<file path="src/kvs_fifo.sv">
// Small first-in first-out queue of flip-flops, used for commands and results.
// Depends on nothing.
`timescale 1ns / 1ps

module kvs_fifo #(
	parameter int WIDTH = 8,
	parameter int DEPTH = 4
) (
	input  logic             clk,
	input  logic             arst_n,
	input  logic             push,
	input  logic [WIDTH-1:0] wdata,
	output logic             full,
	input  logic             pop,
	output logic [WIDTH-1:0] rdata,
	output logic             empty
);
	localparam int PTRW = (DEPTH > 1) ? $clog2(DEPTH) : 1;

	logic [WIDTH-1:0] slot_q [DEPTH];
	logic [PTRW-1:0]  wr_q, rd_q;
	logic [PTRW:0]    cnt_q;
	logic             do_push, do_pop;

	assign full    = (cnt_q == (PTRW+1)'(DEPTH));
	assign empty   = (cnt_q == '0);
	assign do_push = push && !full;
	assign do_pop  = pop && !empty;
	assign rdata   = slot_q[rd_q];

	always_ff @(posedge clk) begin
		if (do_push)
			slot_q[wr_q] <= wdata;
	end

	always_ff @(posedge clk or negedge arst_n) begin
		if (!arst_n) begin
			wr_q  <= '0;
			rd_q  <= '0;
			cnt_q <= '0;
		end else begin
			if (do_push)
				wr_q <= (wr_q == PTRW'(DEPTH - 1)) ? '0 : wr_q + 1'b1;
			if (do_pop)
				rd_q <= (rd_q == PTRW'(DEPTH - 1)) ? '0 : rd_q + 1'b1;
			if (do_push && !do_pop)
				cnt_q <= cnt_q + 1'b1;
			else if (do_pop && !do_push)
				cnt_q <= cnt_q - 1'b1;
		end
	end

endmodule

</file>
<file path="config.mk">
export PLATFORM = sky130hd
export DESIGN_NAME = kvs_fifo
export DESIGN_NICKNAME = d
export VERILOG_FILES = /design/src/kvs_fifo.sv
export SDC_FILE = /design/constraint.sdc
export NUM_CORES = 1
export LEC_CHECK = 0
export BUFFER_PORTS_ARGS = -buffer_cell sky130_fd_sc_hd__clkbuf_2
export CORE_ASPECT_RATIO = 1.5
export CORE_MARGIN = 1.5
export CORE_UTILIZATION = 55
export DETAILED_ROUTE_END_ITERATION = 7
export PLACE_DENSITY = 0.88
export SETUP_SLACK_MARGIN = 0.5
export SLEW_MARGIN = 0
export SYNTH_ARGS = -nofsm -noshare
export SYNTH_HDL_FRONTEND = slang
export SYNTH_SLANG_ARGS = --single-unit
</file>
<file path="constraint.sdc">
create_clock -name clk -period 2.9 [get_ports clk]
set_input_delay 0 -clock clk [delete_from_list [all_inputs] [get_ports clk]]
set_output_delay 0 -clock clk [all_outputs]
set_load 0.05 [all_outputs]
</file>
==> out/qor.csv <==
metric;value;unit
antenna_found_initial;0;
cp_slowest_stage_delay;0.43;ns
r2r-start;cnt_q[2];
hold-path-cell-count;3;
intPower;0.001287;W
ys_seq_elements;39;
area_growth;20.00;%
cp_max_fo;7;
cellLeakagePower;0.7456;nW
switchingPower;0.0008306;W
crit_path_end_kind;flop;
seq_area_frac_synth;0.7012;
grt_pass1_wl;3981;um
cp_num_buf_inv;1;
cts_tree;yes;
hold_path_startpoint;pop;
dieArea;3287;um2
gp_congestion;0.6884;
port-buffer-count;21;
synth_fp_nets;98;
worstPathRequired;3.12;ns
power_density;1089;nW/um2
worstRegToRegCells;8;
skew;0.007923;ns
ioPinCount;22;
netlist_instances;79;
status;finished clean;
track_usage;0.1804;
final_cell_mix;32 x edfxtp_1, 21 x clkbuf_2, 9 x dlygate4sd3_1, 8 x mux4_2, 7 x dfrtp_1;
crit_chain;nor3b_4, nor2b_2, ha_1, inv_1, fa_1, xor2_1, nor2_1, xor2_1;
placed_cells;134;
drive_gt1_frac;0.4298;
clockBufferDepth;2;
cp_common_cell;xor2_1;
worstSetupStartpointType;flop;
drt_pass1_iterations;4;
wl_per_cell;16.20;um
fill_cells;176;
ir_drop;642.7;uV
start_util;0.5927;
rows;23;
grt_max_degree;13;
crit_family;adder cells;
fin_setup_tns;0;ns
vias;803;
grt_overflow_total;0;
die_y;69.48;um
ys_types;19;
ant_nets;0;
drv_slew;0;
synth_area_per_cell;20.51;um2
hpwlAfterDp;1702;um
cts-root-buf;clkbuf_8;
cts_resized;0;
whs_endpoint;rd_q[1];
pwr-share-comb;0.401;
place_area;1763;um2
finalCritPeriodShare;0.7042;
hold_path.class;in -> reg;
reg2reg_to;cnt_q[2];
p_sw_frac;0.3922;
cts_htree_levels;2;
instances_no_fill;151;
clk_pin_slew;0.07;ns
first_global_vias;907;
cts_sinks;39;
clkLatencyLatePin;0.29;ns
power;0.002118;W
layout.nets;132;
fp.dieW;47.32;um
routed_wl;2446;um
mostFrequentLayoutCell;edfxtp_1;
period_needed;2.042;ns
diodes;0;
final_cell_area;1944;um2
cts_buffers;5;
maxCapViolations;0;
pwr-share-seq;0.428;
rsz0062_at_grt;false;
slew-limit-headroom;0.6182;
startpoint;cnt_q[2];
syn_area;1620;um2
worstSetupPathType;reg -> reg;
finalSetupViolations;0;
fmax;489.6;MHz
viasPerCell;5.318;
r2r_slack;0.86;ns
cts_setup_buffers;0;
cp_slowest_cell;dfrtp_1;
drc;0;
hold_viol_final;0;
max_slew.worst_pin.slew;0.5726;ns
core;2734;um2
dr.first_iter.drc_count;31;
p_clk_frac;0.172;
yosysWarningCount;0;
crit_arrival;2.26;ns
[state kept, by name (all words and copies together), names as in the netlist]
| signal | flops |
|---|---|
| rd_q | 2 |
| wr_q | 2 |
| cnt_q | 3 |
| slot_q | 32 |
[final cells by class]
class | instances | area [um2] | share of cell area
clock buffer | 7 | 86.33 | 0.04440
clock inverter | 1 | 5.005 | 0.002574
inverter | 3 | 11.26 | 0.005792
sequential | 39 | 1136 | 0.5843
timing repair buffer | 30 | 195.2 | 0.1004
tap | 37 | 46.29 | 0.02381
multi-input combinational | 34 | 464.2 | 0.2387
[worst min-delay path: cells and delay by family]
kind	cells	cell delay [ns]
and+or+nand+nor	1	0.08
buffers and inverters	1	0.10
muxes	1	0.14
[Yosys cell counts (all sizes together)]
library cell / instances / area share
xor2: 2 / 0.011
mux2: 5 / 0.039
mux4: 8 / 0.11
inv: 3 / 0.0069
nand2b: 1 / 0.0085
ha: 6 / 0.046
dfrtp: 7 / 0.11
buf: 3 / 0.012
and2: 4 / 0.019
nor3b: 1 / 0.012
nor2b: 1 / 0.0054
nor3: 1 / 0.0031
xnor2: 1 / 0.0054
nor2: 3 / 0.0069
edfxtp: 32 / 0.59
fa: 1 / 0.012
[power by group through the flow]
stage	clock, W	sequential [W]	combinational [W]
detailed placement	0	0.000922	0.000845
finish	0.000363	0.000906	0.000849
floorplan	0	0.000840	0.000757
CTS	0.000368	0.000913	0.000859
global placement	0	0.000908	0.000826
global route	0.000391	0.000930	0.000923
[routing by layer]
| metal | track usage | vias to the layer above | part of all wire |
|---|---|---|---|
| met3 | 0.05729 | 7 | 0.054 |
| met1 | 0.2045 | 404 | 0.36 |
| met5 | 0 | - | 0 |
| li1 | - | 368 | - |
| met4 | 0.09877 | 0 | 0.022 |
| met2 | 0.2853 | 24 | 0.56 |
[stage by stage]
| stage | util | worst slack (ns) | hold WS, ns |
|---|---|---|---|
| global route | 0.7112 | 0.7129 | 0.07882 |
| floorplan | - | 0.6244 | -0.2956 |
| detailed placement | 0.6449 | 0.8659 | -0.1505 |
| CTS | 0.7112 | 0.8420 | 0.06302 |
| finish | 0.7112 | 0.8577 | 0.06514 |
| global placement | 0.6449 | 0.9418 | -0.1554 |
[worst max-delay path by stage]
| stage | endpoint | slack, ns | cells after the start |
|---|---|---|---|
| after floorplan | cnt_q[1] | 0.62 | 7 |
| after global placement | cnt_q[2] | 0.94 | 8 |
| after detailed placement | cnt_q[2] | 0.87 | 8 |
| after CTS | cnt_q[2] | 0.84 | 8 |
| after global routing | cnt_q[2] | 0.71 | 8 |
| final | cnt_q[2] | 0.86 | 8 |
[cells by family after synthesis]
family                     count (synthesis)  share of synthesized area
buffers and inverters                      6                    0.01930
xor gates and xnor gates                   3                    0.01622
DFF                                       39                     0.7012
adders and majority gates                  7                    0.05869
muxes                                     13                     0.1506
and+or+nand+nor                           11                    0.05405
[what timing repair did]
action,CTS,global route
hold endpoints to repair,39,0
endpoints found under the setup margin,0,0
hold buffers,9,0
Note: power is estimated with default switching activity, not from simulation.
