`src/kvs_pkg.sv`:
```
// Shared types, codes and constants of the keyed record store.
// Used by every module of the block but kvs_fifo; depends on nothing.
`timescale 1ns / 1ps

package kvs_pkg;

	localparam int STORE_BYTES_DEF     = 2048;
	localparam int MAX_VALUE_BYTES_DEF = 64;
	localparam int CMDQ_DEPTH          = 4;
	localparam int RESQ_DEPTH          = 4;

	// Record header layout, in bytes.
	localparam int HDR_BYTES = 12;
	localparam int KEY_BYTES = 8;
	localparam int CAP_OFS   = 8;
	localparam int LEN_OFS   = 10;

	// Input actions.
	localparam logic [2:0] A_GET   = 3'd0;
	localparam logic [2:0] A_PUT   = 3'd1;
	localparam logic [2:0] A_DEL   = 3'd2;
	localparam logic [2:0] A_CLR   = 3'd3;
	localparam logic [2:0] A_DATA  = 3'd4;

	// Command kinds after classification.
	localparam logic [2:0] K_GET  = 3'd0;
	localparam logic [2:0] K_PUT  = 3'd1;
	localparam logic [2:0] K_DEL  = 3'd2;
	localparam logic [2:0] K_CLR  = 3'd3;
	localparam logic [2:0] K_DATA = 3'd4;
	localparam logic [2:0] K_ERR  = 3'd5;

	// Status codes.
	localparam logic [2:0] ST_OK           = 3'd0;
	localparam logic [2:0] ST_KEY_LONG     = 3'd1;
	localparam logic [2:0] ST_VALUE_BIG    = 3'd2;
	localparam logic [2:0] ST_CAP_MISMATCH = 3'd3;
	localparam logic [2:0] ST_FULL         = 3'd4;
	localparam logic [2:0] ST_NOT_FOUND    = 3'd5;
	localparam logic [2:0] ST_DST_SMALL    = 3'd6;

	typedef struct packed {
		logic [2:0]  kind;
		logic [63:0] key;
		logic [6:0]  vlen;
		logic [6:0]  cap;
		logic [6:0]  dcap;
		logic [2:0]  status;
		logic [7:0]  data;
	} cmd_t;

	typedef struct packed {
		logic [2:0] status;
		logic [6:0] found_length;
		logic [7:0] read_byte;
		logic       byte_valid;
		logic       last;
	} res_t;

	function automatic res_t mk_status(input logic [2:0] s);
		res_t r;
		r.status       = s;
		r.found_length = 7'd0;
		r.read_byte    = 8'd0;
		r.byte_valid   = 1'b0;
		r.last         = 1'b1;
		return r;
	endfunction

endpackage

```
`src/kvs_fifo.sv`:
```
// Small first-in first-out queue of flip-flops, used for commands and results.
// Depends on nothing.
`timescale 1ns / 1ps

module kvs_fifo #(
	parameter int WIDTH = 8,
	parameter int DEPTH = 4
) (
	input  logic             clk,
	input  logic             arst_n,
	input  logic             push,
	input  logic [WIDTH-1:0] wdata,
	output logic             full,
	input  logic             pop,
	output logic [WIDTH-1:0] rdata,
	output logic             empty
);
	localparam int PTRW = (DEPTH > 1) ? $clog2(DEPTH) : 1;

	logic [WIDTH-1:0] slot_q [DEPTH];
	logic [PTRW-1:0]  wr_q, rd_q;
	logic [PTRW:0]    cnt_q;
	logic             do_push, do_pop;

	assign full    = (cnt_q == (PTRW+1)'(DEPTH));
	assign empty   = (cnt_q == '0);
	assign do_push = push && !full;
	assign do_pop  = pop && !empty;
	assign rdata   = slot_q[rd_q];

	always_ff @(posedge clk) begin
		if (do_push)
			slot_q[wr_q] <= wdata;
	end

	always_ff @(posedge clk or negedge arst_n) begin
		if (!arst_n) begin
			wr_q  <= '0;
			rd_q  <= '0;
			cnt_q <= '0;
		end else begin
			if (do_push)
				wr_q <= (wr_q == PTRW'(DEPTH - 1)) ? '0 : wr_q + 1'b1;
			if (do_pop)
				rd_q <= (rd_q == PTRW'(DEPTH - 1)) ? '0 : rd_q + 1'b1;
			if (do_push && !do_pop)
				cnt_q <= cnt_q + 1'b1;
			else if (do_pop && !do_push)
				cnt_q <= cnt_q - 1'b1;
		end
	end

endmodule

```
`src/kvs_front.sv`:
```
// Front end: accepts input transactions, classifies them and queues commands.
// Depends on kvs_pkg and kvs_fifo.
`timescale 1ns / 1ps

module kvs_front #(
	parameter int MAX_VALUE_BYTES = kvs_pkg::MAX_VALUE_BYTES_DEF
) (
	input  logic          clk,
	input  logic          arst_n,
	input  logic          push,
	output logic          full,
	input  logic [2:0]    action,
	input  logic [63:0]   key_word,
	input  logic [3:0]    key_length,
	input  logic [6:0]    value_length,
	input  logic [6:0]    capacity,
	input  logic [6:0]    dest_capacity,
	input  logic [7:0]    data_byte,
	input  logic          init_busy,
	input  logic          cmd_pop,
	output kvs_pkg::cmd_t cmd,
	output logic          cmd_empty
);
	import kvs_pkg::*;

	localparam logic [6:0] MAXV = 7'(MAX_VALUE_BYTES);

	cmd_t                c;
	logic                q_full, q_push;
	logic [$bits(cmd_t)-1:0] q_rdata;

	always_comb begin
		c        = '0;
		c.vlen   = value_length;
		c.cap    = (capacity > MAXV) ? MAXV : capacity;
		c.dcap   = (dest_capacity > MAXV) ? MAXV : dest_capacity;
		c.data   = data_byte;
		c.status = ST_OK;
		for (int i = 0; i < KEY_BYTES; i++)
			c.key[8*i +: 8] = (4'(i) < key_length) ? key_word[8*i +: 8] : 8'd0;
		unique case (action)
			A_DATA: c.kind = K_DATA;
			A_CLR:  c.kind = K_CLR;
			A_GET, A_PUT, A_DEL: begin
				if (key_length > 4'(KEY_BYTES)) begin
					c.kind   = K_ERR;
					c.status = ST_KEY_LONG;
				end else if (action == A_PUT && value_length > c.cap) begin
					c.kind   = K_ERR;
					c.status = ST_VALUE_BIG;
				end else if (action == A_GET) begin
					c.kind = K_GET;
				end else if (action == A_PUT) begin
					c.kind = K_PUT;
				end else begin
					c.kind = K_DEL;
				end
			end
			default: c.kind = K_ERR;
		endcase
	end

	assign full   = q_full || init_busy;
	assign q_push = push && !full && (action <= A_DATA);
	assign cmd    = cmd_t'(q_rdata);

	kvs_fifo #(
		.WIDTH ($bits(cmd_t)),
		.DEPTH (CMDQ_DEPTH)
	) u_cmdq (
		.clk    (clk),
		.arst_n (arst_n),
		.push   (q_push),
		.wdata  (c),
		.full   (q_full),
		.pop    (cmd_pop),
		.rdata  (q_rdata),
		.empty  (cmd_empty)
	);

endmodule

```
`config.mk`:
```
export PLATFORM = sky130hd
export DESIGN_NAME = kvs_front
export DESIGN_NICKNAME = d
export VERILOG_FILES = /design/src/kvs_pkg.sv /design/src/kvs_fifo.sv /design/src/kvs_front.sv
export SDC_FILE = /design/constraint.sdc
export NUM_CORES = 1
export LEC_CHECK = 0
export BUFFER_PORTS_ARGS = -buffer_cell sky130_fd_sc_hd__buf_4
export CORE_UTILIZATION = 52
export DETAILED_ROUTE_END_ITERATION = 10
export PLACE_DENSITY = 0.84
export SLEW_MARGIN = 40
export SYNTH_ARGS = -nofsm -noshare
export SYNTH_HDL_FRONTEND = slang
export SYNTH_SLANG_ARGS = --single-unit
```
`constraint.sdc`:
```
create_clock -name clk -period 10.35 [get_ports clk]
set_input_delay 1.035 -clock clk [delete_from_list [all_inputs] [get_ports clk]]
set_output_delay 1.035 -clock clk [all_outputs]
set_load 0.05 [all_outputs]
```
==> results of run 1 <==
==> layer usage <==
layer / routed length [microns] / vias to the layer above
met5: 0 / -
met4: 643 / 0
met3: 2030 / 45
met2: 15100 / 278
met1: 11800 / 3797
li1: - / 3234
==> synthesized netlist by cell type (2+ instances only) <==
library cell  count
edfxtp_1        392
mux4_2           98
nor2b_1          44
and2_1           28
ha_1             13
buf_4            12
inv_1            10
nand2_1           9
buf_2             8
nor2_1            8
dfrtp_1           7
clkbuf_1          6
a21oi_1           5
and2b_1           4
mux2_2            4
nor3_1            3
o21ai_0           3
a211oi_1          2
a21o_1            2
nor2_2            2
nor3b_1           2
xor2_1            2
==> worst paths after layout <==
path	start	to	slack [ns]	cells after the start
max in group asynchronous	arst_n	u_cmdq.rd_q[0]	9.87	1
max reg2reg	u_cmdq.cnt_q[0]	u_cmdq.slot_q[2][52]	7.44	5
min reg2reg	u_cmdq.cnt_q[2]	u_cmdq.cnt_q[2]	0.51	1
min in group clk	u_cmdq.cnt_q[2]	u_cmdq.cnt_q[2]	0.51	1
min	arst_n	u_cmdq.cnt_q[2]	0.33	1
max	u_cmdq.rd_q[1]	cmd[57]	6.43	3
==> per-stage QoR <==
stage,power [mW],utilization (%),hold slack [ns],cells
floorplan,3.46,-,0.464,676
global placement,3.95,59.8,0.492,1244
detailed placement,4.00,60.0,0.502,1246
CTS,5.33,64.2,0.314,1317
global route,5.47,64.3,0.312,1319
finish,5.28,64.3,0.327,1319
==> critical path: stages, from the launching register on <==
cell and delay, ns:
dfrtp_4 0.91, buf_4 0.72, mux4_2 0.45, buf_4 0.21
==> state kept, by name, indices dropped and copies added (netlist names) <==
signal	flops
u_cmdq.cnt_q	3
u_cmdq.rd_q	2
u_cmdq.wr_q	2
u_cmdq.slot_q	392
==> cell families after synthesis <==
kind of cell / after synthesis / share of synthesized area [%]
DFF: 399 / 77.9
and+or+nand+nor: 105 / 4.07
muxes: 102 / 14.7
buffers and inverters: 36 / 1.24
AOI/OAI and AO/OA: 16 / 0.677
adders and majority gates: 14 / 1.19
xor gates and xnor gates: 3 / 0.171
other: 1 / 0.0245
==> layout make-up <==
cell class | count | area [sq um]
diodes | 1 | 2.50
clock buffers | 52 | 1080
clock inverters | 19 | 136
fillers | 1952 | 10300
inverters | 10 | 37.5
multi-input cells | 241 | 3220
flip-flops and latches | 399 | 12000
well taps | 384 | 480
repair buffers | 213 | 1640
==> power by group through the flow <==
stage          sequential, mW  clock (mW)  combinational [mW]
4_1_cts                  2.01        1.36                1.96
6_report                 2.00        1.34                1.94
2_1_floorplan            1.98           0                1.48
3_5_place_dp             2.04           0                1.96
3_3_place_gp             2.07           0                1.88
5_1_grt                  2.01        1.42                2.03
==> results.toml, run 1 <==
[status]
run_status = "finished, final reports clean"

[worst_setup_path]
arrival_ns = 2.89
end_kind = "output port"
path_max_fanout = 52
cp.required_ns = 9.32
path_class = "flop to output port"
start_kind = "flop"

[sta]
timing.clock.skew_ns = 0.00785
max_slew.worst_pin.slew_ns = 0.802
relSlewSlack_pct = 46.5
setup_total_negative_slack_ns = 0
finalHoldViolations = 0
unrepaired_setup_endpoints_after_global_routing = "no"
final.period_utilization_pct = 37.9
setup_viol = 0
report.final.slew_viol_count = 0
fmax_mhz = 255
fin_crit_ns = 3.92
final_critical_path_setup_slack_ns = 6.43

[placed_design]
preCtsSetupSlack_ns = 6.49
dpl.hpwl_mm = 18.0
io_buffer_count = 204
placement.cell_area_sq_um = 17300
gp_congestion = 0.706

[pwr]
internal_power_mw = 3.39
seqPwrFrac_pct = 37.9
relative_contribution_of_the_clock_network_to_total_power_pct = 25.4
switching_part_of_the_total_power_pct = 35.8
comb_power_share_pct = 36.7
power.switching_mw = 1.89
powerDensity_nw_per_um2 = 285
peak_supply_drop_uv = 204
power.leakage_nw = 6.39

[synthesis]
yosys.area.top_type_share_pct = 76.8
yosys.cell_types.count = 34
syn_inst = 676
synth_flop_cell = "edfxtp_1"
post_synth.cell_area_avg_sq_um = 22.7
count_of_state_elements_after_synthesis = 399
syn-num-nets = 795
synth_top_area_cell = "edfxtp_1"
netlist_top_cells_area = "edfxtp_1, mux4_2, nor2b_1"
synth-seq-area-share_pct = 77.9
synth_edf_count = 392
yosys_warnings = 0
mappedNetlistArea_sq_um = 15300
asyncSetResetFlopFracSynth_pct = 1.75

[die]
die-area_sq_um = 30200
chipWidth_microns = 174
chipHeight_microns = 174
floorplan.initialDensity_pct = 53.1
num_io_pins = 206
number_of_core_rows = 62
placeableCoreArea_sq_um = 28900

[cts]
cts_root_buffer = "clkbuf_16"
cts_resized = 0
cts_sink_cnt = 399
cts_hold_buf = 0
insertion_delay_ns = 0.51
clock_tree.buffer_depth = 3
clk_pin_slew_ns = 0.06
tritoncts_clock_tree = "built"
numCtsBuffers = 40
cts_setup_buffers = 0
total_number_of_h_tree_levels = 2

[grt]
number_of_global_route_vias_before_repair = 7745
antenna_found_initial = 1
met1_track_demand_over_resource_in_global_routing_pct = 26.3
grt_use_met2_pct = 33.6
grt.met3_usage_pct = 4.39
groute.usage.overall_pct = 20.0
grt_start_max_net_pins = 54
top_usage_layer = "met2"
wire_length_of_the_first_global_routing_pass_mm = 45.1
global_route_overflow = 0

[min_path]
worst_hold_path_type = "input pin to asynchronous set/reset pin"

[final_layout]
area_overhead_of_the_layout_relative_to_synthesis_pct = 21.0
layout_commonest_cell = "edfxtp_1"
design.final.nets = 1024
postLayoutCellArea_sq_um = 18600
layout.cells.most_common_list = "edfxtp_1, buf_4, mux4_2"
post_route_cells_drive_above_1_share_pct = 40.3

[detailed_routing]
drt-initial-drc-count = 470
route.final.wire_length_mm = 29.5
dr.pass1.iters = 4
remaining_drc_errors = 0
post_drt_wl_per_cell_microns = 22.4
dr_total_vias = 7354
post_detailed_route_via_to_cell_ratio = 5.58
ant_nets = 0

[run]
drv_cap = 0
No activity file was read; power rests on OpenSTA's default activity.
==> run 2, diff against run 1 <==
--- a/config.mk
+++ b/config.mk
@@ -8,7 +8,7 @@
 export BUFFER_PORTS_ARGS = -buffer_cell sky130_fd_sc_hd__buf_4
 export CORE_UTILIZATION = 52
 export DETAILED_ROUTE_END_ITERATION = 10
-export PLACE_DENSITY = 0.84
+export PLACE_DENSITY = 0.87
 export SLEW_MARGIN = 40
 export SYNTH_ARGS = -nofsm -noshare
 export SYNTH_HDL_FRONTEND = slang
==> constraint.sdc (replaced) <==
create_clock -name clk -period 3.4 [get_ports clk]
set_input_delay 0.34 -clock clk [delete_from_list [all_inputs] [get_ports clk]]
set_output_delay 0.34 -clock clk [all_outputs]
set_load 0.05 [all_outputs]
==> run 2 against run 1 <==
Compared with the run above:
- setup slack got worse by 5.9 ns
- count of clock-buffer cells in the layout down 5
- first-iteration DRC count up 27%
- utilization grew 0.98 points
- global-route usage grew 0.39 points
- via count hardly changed
- critical endpoint is now cmd[76]
==> results.toml, run 2 (synthesis results as in run 1) <==
[status]
run_status = "finished, final reports clean"

[cts]
numCtsBuffers = 40
insertion_delay_ns = 0.51
tritoncts_clock_tree = "built"
cts_setup_buffers = 0
cts_sink_cnt = 399
cts_resized = 0
clock_tree.buffer_depth = 3
total_number_of_h_tree_levels = 2
cts_root_buffer = "clkbuf_16"
clk_pin_slew_ns = 0.06

[grt]
top_usage_layer = "met2"
grt.met3_usage_pct = 5.29
number_of_global_route_vias_before_repair = 7764
antenna_found_initial = 3
met1_track_demand_over_resource_in_global_routing_pct = 26.8
groute.usage.overall_pct = 20.3
grt_use_met2_pct = 33.8
global_route_overflow = 0
grt_start_max_net_pins = 38
wire_length_of_the_first_global_routing_pass_mm = 45.5

[detailed_routing]
drt-initial-drc-count = 597
route.final.wire_length_mm = 30.2
dr.pass1.iters = 5
remaining_drc_errors = 0
ant_nets = 0
post_detailed_route_via_to_cell_ratio = 5.51
dr_total_vias = 7351
post_drt_wl_per_cell_microns = 22.6

[final_layout]
layoutNonFillerInstCount = 1333
largest_register_ffs = 392
post_route_cells_drive_above_1_share_pct = 41.8
area_overhead_of_the_layout_relative_to_synthesis_pct = 22.9
postLayoutCellArea_sq_um = 18800
reg.largest.list = "u_cmdq.slot_q (392), u_cmdq.cnt_q (3)"
multi_input_comb_area_sq_um = 3220
sequential_cell_area_sq_um = 12000
design.final.nets = 1038
utilization_pct = 65.3
fill_cells = 1910
top_register = "u_cmdq.slot_q"
layout_commonest_cell = "edfxtp_1"
layout.cells.most_common_list = "edfxtp_1, buf_4, mux4_2"

[sta]
max_slew.worst_pin.slew_ns = 0.704
unrepaired_setup_endpoints_after_global_routing = "no"
timing.clock.skew_ns = 0.00922
finalHoldViolations = 0
setup_viol = 0
hold_ws_ns = 0.0230
fmax_mhz = 351
setup_total_negative_slack_ns = 0
fin_crit_ns = 2.85
final_critical_path_setup_slack_ns = 0.551
relSlewSlack_pct = 53.1
final.period_utilization_pct = 83.8
report.final.slew_viol_count = 0

[pwr]
powerDensity_nw_per_um2 = 874
power.leakage_nw = 6.53
peak_supply_drop_uv = 631
power.total_mw = 16.5

[worst_setup_path]
path_class = "flop to output port"
arrival_ns = 2.51
start_kind = "flop"
worst-r2r-cell-count = 5
crit-reg2reg-capture = "u_cmdq.slot_q[2][24]"
regToRegStartpoint = "u_cmdq.cnt_q[0]"
end_kind = "output port"
slowest_stage = "dfrtp_4"
critical-path-max-stage-delay_ns = 0.76
crit_path_cell_trace = "buf_4 -> mux4_2 -> buf_4"
cp_common_cell = "buf_4"
path_max_fanout = 27
cp.required_ns = 3.06
timing.reg2reg.setup_slack_ns = 1.17

[min_path]
hold-path-endpoint = "u_cmdq.slot_q[0][7]"
min_from = "data_byte[7]"
worst_hold_path_type = "input pin to flop"
worstHoldPathCells = 1

[die]
num_io_pins = 206
chipHeight_microns = 174
chipWidth_microns = 174
floorplan.initialDensity_pct = 53.1
number_of_core_rows = 62
die-area_sq_um = 30200
placeableCoreArea_sq_um = 28900

[run]
drv_cap = 0

[placed_design]
placement.cell_area_sq_um = 17500
gp_congestion = 0.734
dpl.hpwl_mm = 19.0
preCtsSetupSlack_ns = 0.841
dpl.cell_count = 1260
io_buffer_count = 204
## run 2: changes by cell type in the layout (fill, tap and decap cells not counted), moves of 3 or more
| cell | previous run | this run |
|---|---|---|
| clkinv_2 | 3 | 6 |
| inv_6 | 0 | 3 |
| clkinv_1 | 12 | 9 |
| buf_4 | 209 | 217 |
| clkbuf_1 | 10 | 6 |
| bufinv_16 | 2 | 6 |
| buf_12 | 3 | 9 |
## run 2: cell type report
type	instances	share of cell area, %
Antenna cell	1	0.0133
Clock buffer	47	5.57
Clock inverter	24	1.43
Inverter	10	0.199
Multi-Input combinational cell	241	17.1
Sequential cell	399	63.5
Tap cell	384	2.55
Timing Repair Buffer	227	9.66
## run 2: how the worst max path moves through the flow
stage	depth (start not counted)	slack (ns)	endpoint	start
detailed placement	6	0.84	u_cmdq.slot_q[1][25]	action[1]
CTS	3	0.48	cmd[76]	u_cmdq.rd_q[0]
floorplan	8	0.49	u_cmdq.cnt_q[2]	u_cmdq.cnt_q[0]
global placement	6	0.87	u_cmdq.slot_q[2][19]	action[1]
global route	3	0.38	cmd[70]	u_cmdq.rd_q[0]
finish	3	0.55	cmd[76]	u_cmdq.rd_q[0]
## run 2: layer usage
metal | vias to the layer above | part of all wire [%]
met4 | 2 | 1.9
met1 | 3765 | 40
met2 | 270 | 51
li1 | 3272 | -
met3 | 42 | 7.7
met5 | - | 0.043
## run 2: worst max-delay path, delay by kind of cell (launching register included)
| family | cells | cell delay, ns |
|---|---|---|
| buffers and inverters | 2 | 0.63 |
| flip-flops | 1 | 0.76 |
| multiplexers | 1 | 0.58 |
## run 2: power by group
group | internal [mW] | switching, mW | leakage [nW]
registers | 5.82 | 0.286 | 3.66
logic | 2.17 | 3.81 | 2.23
clock network | 2.66 | 1.72 | 0.648
total | 10.6 | 5.82 | 6.53
## run 2: repair_timing
action	in CTS	in global routing
setup endpoints to repair	0	0
hold buffers	1	0
endpoints found under the hold margin	7	0
==> run 3, diff against run 2 <==
--- a/config.mk
+++ b/config.mk
@@ -8,7 +8,7 @@
 export BUFFER_PORTS_ARGS = -buffer_cell sky130_fd_sc_hd__buf_4
 export CORE_UTILIZATION = 52
 export DETAILED_ROUTE_END_ITERATION = 10
-export PLACE_DENSITY = 0.87
+export PLACE_DENSITY = 0.84
 export SLEW_MARGIN = 40
 export SYNTH_ARGS = -nofsm -noshare
 export SYNTH_HDL_FRONTEND = slang
==> constraint.sdc (replaced) <==
create_clock -name clk -period 2.9 [get_ports clk]
set_input_delay 0.29 -clock clk [delete_from_list [all_inputs] [get_ports clk]]
set_output_delay 0.29 -clock clk [all_outputs]
set_load 0.05 [all_outputs]
==> run 3 against run 2 <==
Compared with the run above:
- register-to-register slack got worse by 0.49 ns
- non-clock buffer count rose by 11
- hold slack better by 0.017 ns
- total power is 18% higher
- cell count is 0.75% higher
- routed wire length grew 1.2%
- largest cell class unchanged
- final area increased by 0.78%
- first-iteration DRC count decreased by 5.9%
- combinational power is 19% higher
- via count is 0.99% higher
- sequential power up 16%
- sequential share of layout area decreased by 0.49 points
==> results.toml, run 3 (synthesis results as in run 1) <==
[worst_setup_path]
timing.reg2reg.setup_slack_ns = 0.68
largest_delay_contributor_family_on_the_critical_path = "flip-flops"
cp.required_ns = 2.61
arrival_ns = 2.37
crit_path_cell_trace = "buf_12 -> mux4_2 -> buf_4"
start_kind = "flop"
regToRegStartpoint = "u_cmdq.cnt_q[0]"
slowest_stage = "dfrtp_4"
end_kind = "output port"
critical-path-max-stage-delay_ns = 0.66
crit-reg2reg-capture = "u_cmdq.cnt_q[2]"
path_class = "flop to output port"
number_of_buffer_and_inverter_instances_along_the_worst_setup_path = 2
path_max_fanout = 44
worst-r2r-cell-count = 9

[min_path]
worst_hold_path_type = "input pin to flop"
worstHoldPathCells = 1
min_from = "dest_capacity[6]"
hold-path-endpoint = "u_cmdq.slot_q[0][16]"

[placed_design]
gp_congestion = 0.701
dpl.cell_count = 1255
preCtsSetupSlack_ns = 0.623
dpl.hpwl_mm = 18.1
io_buffer_count = 204
placement.cell_area_sq_um = 17500

[detailed_routing]
route.final.wire_length_mm = 30.5
dr_total_vias = 7424
ant_nets = 0
remaining_drc_errors = 0
dr.pass1.iters = 4
post_detailed_route_via_to_cell_ratio = 5.53
drt-initial-drc-count = 562
post_drt_wl_per_cell_microns = 22.7

[run]
drv_cap = 0

[grt]
antenna_found_initial = 0
groute.usage.overall_pct = 20.6
grt_start_max_net_pins = 70
wire_length_of_the_first_global_routing_pass_mm = 46.8
global_route_overflow = 0
number_of_global_route_vias_before_repair = 8293

[final_layout]
post_route_cells_drive_above_1_share_pct = 40.5
layout_commonest_cell = "edfxtp_1"
fill_cells = 1887
layoutNonFillerInstCount = 1343
area_overhead_of_the_layout_relative_to_synthesis_pct = 23.8
postLayoutCellArea_sq_um = 19000
antenna_cells_inserted = 0
top_register = "u_cmdq.slot_q"
layout.cells.most_common_list = "edfxtp_1, buf_4, mux4_2"
reg.largest.list = "u_cmdq.slot_q (392), u_cmdq.cnt_q (3)"
largest_register_ffs = 392
design.final.nets = 1050
utilization_pct = 65.8

[sta]
final_critical_path_setup_slack_ns = 0.237
fmax_mhz = 376
unrepaired_setup_endpoints_after_global_routing = "no"
report.final.slew_viol_count = 0
max_slew.worst_pin.slew_ns = 0.644
finalHoldViolations = 0
fin_crit_ns = 2.66
timing.clock.skew_ns = 0.00742
relSlewSlack_pct = 56.9
setup_viol = 0
hold_ws_ns = 0.0397
setup_total_negative_slack_ns = 0
final.period_utilization_pct = 91.8

[cts]
clk_pin_slew_ns = 0.06
cts_hold_buf = 17
cts_root_buffer = "clkbuf_16"
cts_sink_cnt = 399
clock_tree.buffer_depth = 3
total_number_of_h_tree_levels = 2
insertion_delay_ns = 0.51
cts_setup_buffers = 0
cts_resized = 0
tritoncts_clock_tree = "built"
numCtsBuffers = 41

[pwr]
power.total_mw = 19.4
powerDensity_nw_per_um2 = 1020
power.leakage_nw = 6.58
peak_supply_drop_uv = 786

[die]
floorplan.initialDensity_pct = 53.1
placeableCoreArea_sq_um = 28900
num_io_pins = 206
chipHeight_microns = 174
chipWidth_microns = 174
die-area_sq_um = 30200
number_of_core_rows = 62

[status]
run_status = "finished, final reports clean"
## run 3: power by group
part	internal (mW)	leakage [nW]	switching (mW)
sequential	6.82	3.66	0.237
clock	3.20	0.644	2.04
combinational	2.55	2.28	4.55
total	12.6	6.58	6.82
## run 3: worst max-delay path by stage
stage / from / cells past startpoint / endpoint
5_1_grt: u_cmdq.rd_q[0] / 3 / cmd[73]
6_report: u_cmdq.rd_q[0] / 3 / cmd[73]
2_1_floorplan: u_cmdq.cnt_q[0] / 4 / u_cmdq.slot_q[0][0]
3_3_place_gp: action[1] / 10 / u_cmdq.cnt_q[2]
3_5_place_dp: action[1] / 10 / u_cmdq.cnt_q[2]
4_1_cts: u_cmdq.rd_q[0] / 3 / cmd[73]
## run 3: metal layers
layer  routed length [microns]  global-route usage, %
met4                       674                   5.34
met1                     12000                   25.4
met5                         0                      0
met3                      2040                   5.24
met2                     15800                   36.4
## run 3: final cells by class
| class | count | area (sq um) | share of cell area [%] |
|---|---|---|---|
| clock buffers | 47 | 1050 | 5.52 |
| clock inverters | 24 | 287 | 1.51 |
| inverters | 10 | 37.5 | 0.198 |
| multi-input cells | 241 | 3210 | 16.9 |
| flip-flops and latches | 399 | 12000 | 63.0 |
| well taps | 384 | 480 | 2.53 |
| repair buffers | 238 | 1970 | 10.4 |
## run 3: worst register-to-register path, delay by kind of cell, from the launching register on
kind            cells  cell delay, ns
fa+ha+maj           2            0.64
simple gates        3            0.48
flops               1            0.45
xor+xnor            2            0.32
compound gates      1            0.20
buf+inv             1            0.07
